## config.mk

```make
export PLATFORM = sky130hd
export DESIGN_NAME = generation_tagged_ring_queue
export DESIGN_NICKNAME = d
export VERILOG_FILES = /design/src/hw/rtl/grq_pkg.sv /design/src/hw/rtl/grq_ctrl.sv /design/src/hw/rtl/grq_dpath.sv /design/src/hw/rtl/generation_tagged_ring_queue.sv
export SDC_FILE = /design/constraint.sdc
export NUM_CORES = 1
export LEC_CHECK = 0
export BUFFER_PORTS_ARGS = -buffer_cell sky130_fd_sc_hd__buf_2
export CAP_MARGIN = 15
export CORE_MARGIN = 10
export CORE_UTILIZATION = 46
export DETAILED_ROUTE_END_ITERATION = 10
export SLEW_MARGIN = 20
export SYNTH_ARGS = -nofsm -noshare
export SYNTH_HDL_FRONTEND = slang
export SYNTH_SLANG_ARGS = --single-unit
```

## constraint.sdc

```tcl
create_clock -name clock -period 12.8 [get_ports clock]
set_input_delay 1.92 -clock clock [delete_from_list [all_inputs] [get_ports clock]]
set_output_delay 1.92 -clock clock [all_outputs]
set_load 0.02 [all_outputs]
```

## src/hw/rtl/grq_pkg.sv

```systemverilog
`default_nettype none
// ----------------------------------------------------------------------------
// grq_pkg: shared types and constants of the generation-tagged ring queue
// Holds the ring geometry, the action and status codes, the item structs of
// both channels and the command and status groups between the controller and
// the datapath.
// ----------------------------------------------------------------------------
package grq_pkg;

   localparam int QUEUE_DEPTH = 16;
   localparam int DATA_WIDTH  = 32;
   localparam int POS_W       = $clog2(QUEUE_DEPTH);
   localparam int GEN_W       = 32;
   localparam int OUT_DATA_W  = 32;
   localparam int CNT_W       = $clog2(2 * QUEUE_DEPTH);

   localparam logic [1:0] ACT_PUSH = 2'd0;
   localparam logic [1:0] ACT_POP  = 2'd1;
   localparam logic [1:0] ACT_FREE = 2'd2;
   localparam logic [1:0] ACT_PEEK = 2'd3;

   localparam logic [1:0] STAT_OK    = 2'd0;
   localparam logic [1:0] STAT_MISS  = 2'd1;
   localparam logic [1:0] STAT_RANGE = 2'd2;

   typedef struct packed {
      logic [1:0]            action;
      logic [POS_W-1:0]      hint_pos;
      logic [GEN_W-1:0]      hint_gen;
      logic [OUT_DATA_W-1:0] push_data;
   } req_type;

   typedef struct packed {
      logic [1:0]            status;
      logic [OUT_DATA_W-1:0] item_data;
      logic [POS_W-1:0]      next_pos;
      logic [GEN_W-1:0]      next_gen;
   } rsp_type;

   typedef struct packed {
      logic load;
      logic step;
      logic commit;
   } dp_cmd_type;

   typedef struct packed {
      logic done;
   } dp_status_type;

endpackage
`default_nettype wire

```

## src/hw/rtl/grq_ctrl.sv

```systemverilog
`default_nettype none
// ----------------------------------------------------------------------------
// grq_ctrl: request sequencer of the generation-tagged ring queue
// Accepts one request at a time, steps the slot scan until the datapath
// reports a decision, and commits the result into the output register once
// that register is free.
// ----------------------------------------------------------------------------
module grq_ctrl
   import grq_pkg::*;
(
   input  wire logic          clock,
   input  wire logic          reset,
   input  wire logic          req_valid,
   output logic               req_stall,
   output logic               rsp_valid,
   input  wire logic          rsp_stall,
   output dp_cmd_type         cmd,
   input  wire dp_status_type dp_status
);

   localparam logic S_IDLE = 1'b0;
   localparam logic S_SCAN = 1'b1;

   logic state_ff;
   logic state_in;
   logic rsp_valid_ff;
   logic rsp_valid_in;
   logic out_free;

   always_comb begin
      out_free   = !rsp_valid_ff || !rsp_stall;
      req_stall  = (state_ff != S_IDLE);
      cmd.load   = req_valid && (state_ff == S_IDLE);
      cmd.commit = (state_ff == S_SCAN) && dp_status.done && out_free;
      cmd.step   = (state_ff == S_SCAN) && !dp_status.done;

      state_in = state_ff;
      case (state_ff)
         S_IDLE: begin
            if (cmd.load) begin
               state_in = S_SCAN;
            end
         end
         S_SCAN: begin
            if (cmd.commit) begin
               state_in = S_IDLE;
            end
         end
         default: begin
            state_in = S_IDLE;
         end
      endcase

      if (cmd.commit) begin
         rsp_valid_in = 1'b1;
      end else if (rsp_stall) begin
         rsp_valid_in = rsp_valid_ff;
      end else begin
         rsp_valid_in = 1'b0;
      end
   end

   always_ff @(posedge clock) begin
      if (reset) begin
         state_ff     <= S_IDLE;
         rsp_valid_ff <= 1'b0;
      end else begin
         state_ff     <= state_in;
         rsp_valid_ff <= rsp_valid_in;
      end
   end

   assign rsp_valid = rsp_valid_ff;

endmodule
`default_nettype wire

```

## src/hw/rtl/grq_dpath.sv

```systemverilog
`default_nettype none
// ----------------------------------------------------------------------------
// grq_dpath: slot storage and scan datapath of the generation-tagged ring queue
// Keeps the slot generations, full flags and data words, walks the scan
// position and working generation one slot per step, and builds the result.
// ----------------------------------------------------------------------------
module grq_dpath
   import grq_pkg::*;
(
   input  wire logic       clock,
   input  wire logic       reset,
   input  wire req_type    req_item,
   input  wire dp_cmd_type cmd,
   output dp_status_type   dp_status,
   output rsp_type         rsp_item
);

   logic [GEN_W-1:0]      slot_gen_ff [QUEUE_DEPTH];
   logic [QUEUE_DEPTH-1:0] slot_full_ff;
   logic [DATA_WIDTH-1:0] slot_data_ff [QUEUE_DEPTH];

   logic [1:0]            act_ff;
   logic [POS_W-1:0]      pos_ff;
   logic [GEN_W-1:0]      gen_ff;
   logic [DATA_WIDTH-1:0] wdata_ff;
   logic [CNT_W-1:0]      cnt_ff;
   logic                  range_ff;

   logic [1:0]            rsp_status_ff;
   logic [OUT_DATA_W-1:0] rsp_data_ff;
   logic [POS_W-1:0]      rsp_pos_ff;
   logic [GEN_W-1:0]      rsp_gen_ff;

   logic [GEN_W-1:0] cur_gen;
   logic [GEN_W-1:0] gen_plus;
   logic             cur_full;
   logic             fill_side;
   logic             modify;
   logic             match_cur;
   logic             match_next;
   logic             hit;
   logic             brk;
   logic             last;
   logic             wrap;
   logic [POS_W-1:0] adv_pos;
   logic [GEN_W-1:0] adv_gen;
   logic             do_effect;
   logic             read_data;

   always_comb begin
      cur_gen    = slot_gen_ff[pos_ff];
      cur_full   = slot_full_ff[pos_ff];
      gen_plus   = gen_ff + GEN_W'(1);
      fill_side  = (act_ff == ACT_PUSH) || (act_ff == ACT_FREE);
      modify     = (act_ff == ACT_PUSH) || (act_ff == ACT_POP);
      match_cur  = (cur_gen == gen_ff);
      match_next = (cur_gen == gen_plus);
      if (fill_side) begin
         hit = match_cur && !cur_full;
         brk = match_cur && cur_full;
      end else begin
         hit = match_next && cur_full;
         brk = match_cur && !cur_full;
      end
      if (modify) begin
         last = (cnt_ff == CNT_W'(QUEUE_DEPTH - 1));
      end else begin
         last = (cnt_ff == CNT_W'(2 * QUEUE_DEPTH - 1));
      end
      wrap           = (pos_ff == POS_W'(QUEUE_DEPTH - 1));
      adv_pos        = wrap ? '0 : pos_ff + POS_W'(1);
      adv_gen        = wrap ? gen_plus : gen_ff;
      dp_status.done = range_ff || hit || brk || last;
      do_effect      = cmd.commit && !range_ff && hit;
      read_data      = do_effect && ((act_ff == ACT_POP) || (act_ff == ACT_PEEK));
   end

   always_ff @(posedge clock) begin
      if (cmd.load) begin
         act_ff   <= req_item.action;
         pos_ff   <= req_item.hint_pos;
         gen_ff   <= req_item.hint_gen;
         wdata_ff <= req_item.push_data[DATA_WIDTH-1:0];
         cnt_ff   <= '0;
         range_ff <= ({1'b0, req_item.hint_pos} >= (POS_W + 1)'(QUEUE_DEPTH));
      end else if (cmd.step) begin
         pos_ff <= adv_pos;
         gen_ff <= adv_gen;
         cnt_ff <= cnt_ff + CNT_W'(1);
      end
   end

   always_ff @(posedge clock) begin
      if (reset) begin
         for (int k = 0; k < QUEUE_DEPTH; k++) begin
            slot_gen_ff[k] <= '0;
         end
         slot_full_ff <= '0;
      end else if (do_effect) begin
         if (act_ff == ACT_PUSH) begin
            slot_gen_ff[pos_ff]  <= gen_plus;
            slot_full_ff[pos_ff] <= 1'b1;
         end else if (act_ff == ACT_POP) begin
            slot_full_ff[pos_ff] <= 1'b0;
         end
      end
   end

   always_ff @(posedge clock) begin
      if (do_effect && (act_ff == ACT_PUSH)) begin
         slot_data_ff[pos_ff] <= wdata_ff;
      end
      if (cmd.commit) begin
         if (read_data) begin
            rsp_data_ff <= OUT_DATA_W'(slot_data_ff[pos_ff]);
         end else begin
            rsp_data_ff <= '0;
         end
      end
   end

   always_ff @(posedge clock) begin
      if (cmd.commit) begin
         if (range_ff) begin
            rsp_status_ff <= STAT_RANGE;
            rsp_pos_ff    <= pos_ff;
            rsp_gen_ff    <= gen_ff;
         end else if (hit) begin
            rsp_status_ff <= STAT_OK;
            rsp_pos_ff    <= adv_pos;
            rsp_gen_ff    <= adv_gen;
         end else if (brk) begin
            rsp_status_ff <= STAT_MISS;
            rsp_pos_ff    <= pos_ff;
            rsp_gen_ff    <= gen_ff;
         end else begin
            rsp_status_ff <= STAT_MISS;
            rsp_pos_ff    <= adv_pos;
            rsp_gen_ff    <= adv_gen;
         end
      end
   end

   always_comb begin
      rsp_item.status    = rsp_status_ff;
      rsp_item.item_data = rsp_data_ff;
      rsp_item.next_pos  = rsp_pos_ff;
      rsp_item.next_gen  = rsp_gen_ff;
   end

endmodule
`default_nettype wire

```

## src/hw/rtl/generation_tagged_ring_queue.sv

```systemverilog
`default_nettype none
// ----------------------------------------------------------------------------
// generation_tagged_ring_queue: bounded ring queue with slot generations
// Push, pop, find-free and peek requests scan the ring from a client hint.
// ----------------------------------------------------------------------------
// A request is taken and then scans one slot per cycle from its hint
// position until it hits, stops on a full or empty queue, or runs out of
// slots, which is after at most 16 slots for push and pop or 32 slots for
// find-free and peek. The single slot read port of the scan sets this pace.
// Requests are handled one at a time, but a new request is taken while the
// previous result still waits in the output register; the scan then holds
// its final step until that register is free.
module generation_tagged_ring_queue
   import grq_pkg::*;
(
   input  wire logic    clock,
   input  wire logic    reset,
   input  wire logic    req_valid,
   output logic         req_stall,
   input  wire req_type req_item,
   output logic         rsp_valid,
   input  wire logic    rsp_stall,
   output rsp_type      rsp_item
);

   dp_cmd_type    cmd;
   dp_status_type dp_status;

   grq_ctrl u_ctrl (
      .clock     (clock),
      .reset     (reset),
      .req_valid (req_valid),
      .req_stall (req_stall),
      .rsp_valid (rsp_valid),
      .rsp_stall (rsp_stall),
      .cmd       (cmd),
      .dp_status (dp_status)
   );

   grq_dpath u_dpath (
      .clock     (clock),
      .reset     (reset),
      .req_item  (req_item),
      .cmd       (cmd),
      .dp_status (dp_status),
      .rsp_item  (rsp_item)
   );

   a_commit_needs_free_output: assert property (
      @(posedge clock) disable iff (reset)
      cmd.commit |-> !(rsp_valid && rsp_stall)
   ) else $error("A result was committed over one still waiting.");

   a_busy_after_accept: assert property (
      @(posedge clock) disable iff (reset)
      (req_valid && !req_stall) |=> req_stall
   ) else $error("The block did not start a scan after taking a request.");

   a_result_from_scan: assert property (
      @(posedge clock) disable iff (reset)
      $rose(rsp_valid) |-> $past(req_stall)
   ) else $error("A result appeared without a scan in progress.");

   a_commands_exclusive: assert property (
      @(posedge clock) disable iff (reset)
      !(cmd.load && (cmd.commit || cmd.step)) && !(cmd.commit && cmd.step)
   ) else $error("The controller issued conflicting datapath commands.");

endmodule
`default_nettype wire
```

==> summary.txt <==
Status
  • Status: finished, final reports clean

Clock network
  • CTS Sinks: 1,190
  • Clock root buffer: clkbuf_16
  • Setup Fix Bufs, Post-CTS: 0
  • CTS Hold Buffers Added: 0
  • CTS tree: done
  • Clock latency on the worst-skew pair: 0.74 ns
  • Max Buffers Root-to-Sink: 3
  • CTS resizes: 0
  • Clk slew on worst S/H paths: 0.06 ns
  • Htree depth: 3
  • Cts bufs inserted: between 100 and 150

Synth
  • Most numerous cell in the Yosys netlist: edfxtp_1
  • Area contributors post-synth: edfxtp_1 (68%), mux4_2 (11%), nor2_1 (3.1%)
  • Synth Instances: 3,214
  • EDFF count, synth: 1,163
  • Ys Warns: 0
  • Post-synth top flop: edfxtp_1
  • Yosys top cell by area: edfxtp_1
  • Top cell type's share of synthesized area: 0.681
  • Mapped cell area: 51,300 sq um
  • Syn Nets: 3,294
  • Mean post-synth cell area: about 16 sq um
  • Synth Register Bits: 1,190
  • Netlist cell types: 79
  • Seq/Total Area, Yosys: 0.692
  • Async S/R FF share, synth: 0
  • Top post-synthesis cells by count: edfxtp_1 (1,163), nor2_1 (427), mux4_2 (257)

Critical path
  • Worst reg2reg path depth: 13
  • Crit Path Class: reg -> reg
  • Buffers & Inverters on Critical Path: 3
  • Crit end category: flip-flop
  • Delay-heaviest family, CP: simple AND/OR/NAND/NOR gates
  • Slowest cell on the critical path: nor3_2
  • Arr. time, crit path: 7.75 ns
  • Flop2flop setup slack: 5.42 ns
  • Crit path top cell by count: buf_4
  • Data required time of the critical path: around 13 ns
  • Cells along the critical path: buf_4, buf_4, mux4_2, mux2i_1, mux2i_1, xnor2_1, a2111oi_0, nand4_1, or4_4, o22ai_4, nand2_4, nor3_2, buf_4
  • Max FO, Critical Path: 60
  • FF-to-FF End: u_dpath.slot_data_ff[12][24]
  • Worst setup SP type: flip-flop
  • Slowest stage delay, CP: 0.94 ns

Timing
  • Worst slew pin tran: between 1 and 1.5 ns
  • Setup tns final: 0 ns
  • Final setup viols: 0
  • Final worst slack: 5.42 ns
  • Post-route clock period utilization: 0.576
  • RSZ-0062 raised after global routing: false
  • Relative slew slack: 0.202
  • Pins over their slew limit: 0
  • Fin crit period: 7.38 ns
  • Maximum clock rate: approximately 140 MHz
  • Final hold violations: 0
  • Worst Clk Skew: between 0.03 and 0.04 ns

Place
  • DP Worst Slack: 5.40 ns
  • Final RePlAce weighted congestion: between 0.9 and 1
  • Dpl hpwl: 89.4 mm
  • # port buffers: 144

GRT
  • GRT Total Usage: 0.236
  • Vias in the first global route: about 30k
  • GRT overflow: 0
  • First-pass GRT wire length: 217 mm
  • Initial antenna violation count: 4
  • Largest net degree at the start of global routing: 145

Cells and area
  • Layout Nets: between 3k and 4k
  • Ant diodes: 0
  • Share of layout cells above drive strength 1: 0.231
  • Post-Route Utilization: 0.522
  • Area growth syn-to-layout: 12.6%

Floorplan
  • # rows: 122
  • Die area: 125,000 sq um
  • Die Y: 354 um
  • Die W: between 300 and 400 um
  • Initial core utilization: 0.463
  • IO Pins: 146
  • Core ar.: 111,000 sq um

Pwr
  • Largest vdd supply drop: 0.120 mV
  • Pwr dens: approximately 160 nW/um^2
  • Pleak: 19.4 nW

Drt
  • Total number of vias: 29.9k
  • Pre-antenna DRT Iters: 5
  • Iter 0 DRT Violations: 3,736
  • Remaining DRCs: 0
  • WL/cell: 30.8 um
  • Antenna Nets Post-Route: 0
  • Drt total wl: 151 mm
  • Vias/cell: 6.11

Hold path
  • Worst hold-check path type: reg -> reg
  • Hold Path Depth: 2

Flow run
  • Maxcap violations: 0
cells in the final DEF, fill, tap and decap left out, drive strengths merged, types with 17 or more instances in the layout:
cell    count
edfxtp   1163
nor2      428
mux4      257
buf       253
nor3      202
clkbuf    150
nand2     137
mux2i      96
xnor2      73
o21ai      56
xor2       54
clkinv     47
nand3      44
a22oi      42
nor2b      41
dfxtp      27
nor4       26
inv        26
a21oi      25
mux2       19
nand4      18
and2       17
and3       17
o31ai      17
metal layers:
layer	vias to the layer above	track usage	wire, um
met5	-	0	10
met4	2	0.0746	5050
met3	278	0.0389	11200
met2	1447	0.395	74700
met1	15600	0.314	59900
li1	12600	-	-
how the worst max path moves through the flow:
stage	cells past startpoint	to
floorplan	11	u_dpath.rsp_data_ff[0]
global placement	11	u_dpath.slot_data_ff[12][24]
CTS	13	u_dpath.slot_data_ff[12][16]
detailed placement	13	u_dpath.slot_data_ff[12][18]
global route	13	u_dpath.slot_data_ff[12][20]
finish	13	u_dpath.slot_data_ff[12][24]
flip-flops by register name, indices dropped and copies added (netlist names), 2 cells and up, named ones only:
register,count
u_dpath.slot_data_ff,512
u_dpath.slot_gen_ff,512
u_dpath.gen_ff,32
u_dpath.rsp_data_ff,32
u_dpath.rsp_gen_ff,32
u_dpath.wdata_ff,32
u_dpath.cnt_ff,5
u_dpath.pos_ff,4
u_dpath.rsp_pos_ff,4
u_dpath.act_ff,2
kinds of logic after synthesis:
logic type               Yosys count  synth area share
adder cells (fa/ha/maj)            6           0.00146
AO/OA/AOI/OAI                    227            0.0305
AND/OR/NAND/NOR                  995            0.0923
buffers and inverters            294            0.0258
multiplexers                     372             0.136
other                              1         0.0000731
flip-flops                      1190             0.692
XOR/XNOR                         129            0.0226
power breakdown:
group	switching, mW	internal, mW	total (mW)
clock	1.49	2.00	3.49
sequential	0.104	4.36	4.47
combinational	0.960	0.586	1.55
worst reg2reg max path, cell delays in order, from the launching register on:
cell,delay [ns]
dfxtp_4,0.72
buf_4,0.61
buf_4,0.62
mux4_2,0.61
mux2i_1,0.23
mux2i_1,0.26
xnor2_1,0.27
a2111oi_0,0.36
nand4_1,0.15
or4_4,0.55
o22ai_4,0.46
nand2_4,0.63
nor3_2,1.00
buf_4,0.52
final cells by class:
class / count / area (sq um)
multi-input cells: 1730 / 14900
clock inverters: 67 / 714
repair buffers: 253 / 1570
well taps: 1488 / 1860
fillers: 8942 / 52900
flip-flops and latches: 1190 / 35500
inverters: 23 / 91.3
clock buffers: 150 / 3160
metrics by stage:
| step | total power, mW | instances | hold slack (ns) | cell area, sq um |
|---|---|---|---|---|
| after floorplan | 5.55 | 3214 | 0.420 | 51300 |
| after global placement | 6.07 | 4683 | 0.440 | 53800 |
| after detailed placement | 6.08 | 4683 | 0.447 | 53800 |
| after CTS | 9.54 | 4900 | 0.455 | 57700 |
| after global routing | 9.79 | 4901 | 0.475 | 57700 |
| final | 9.50 | 4901 | 0.464 | 57700 |
Power figures use the tool's default switching activity.
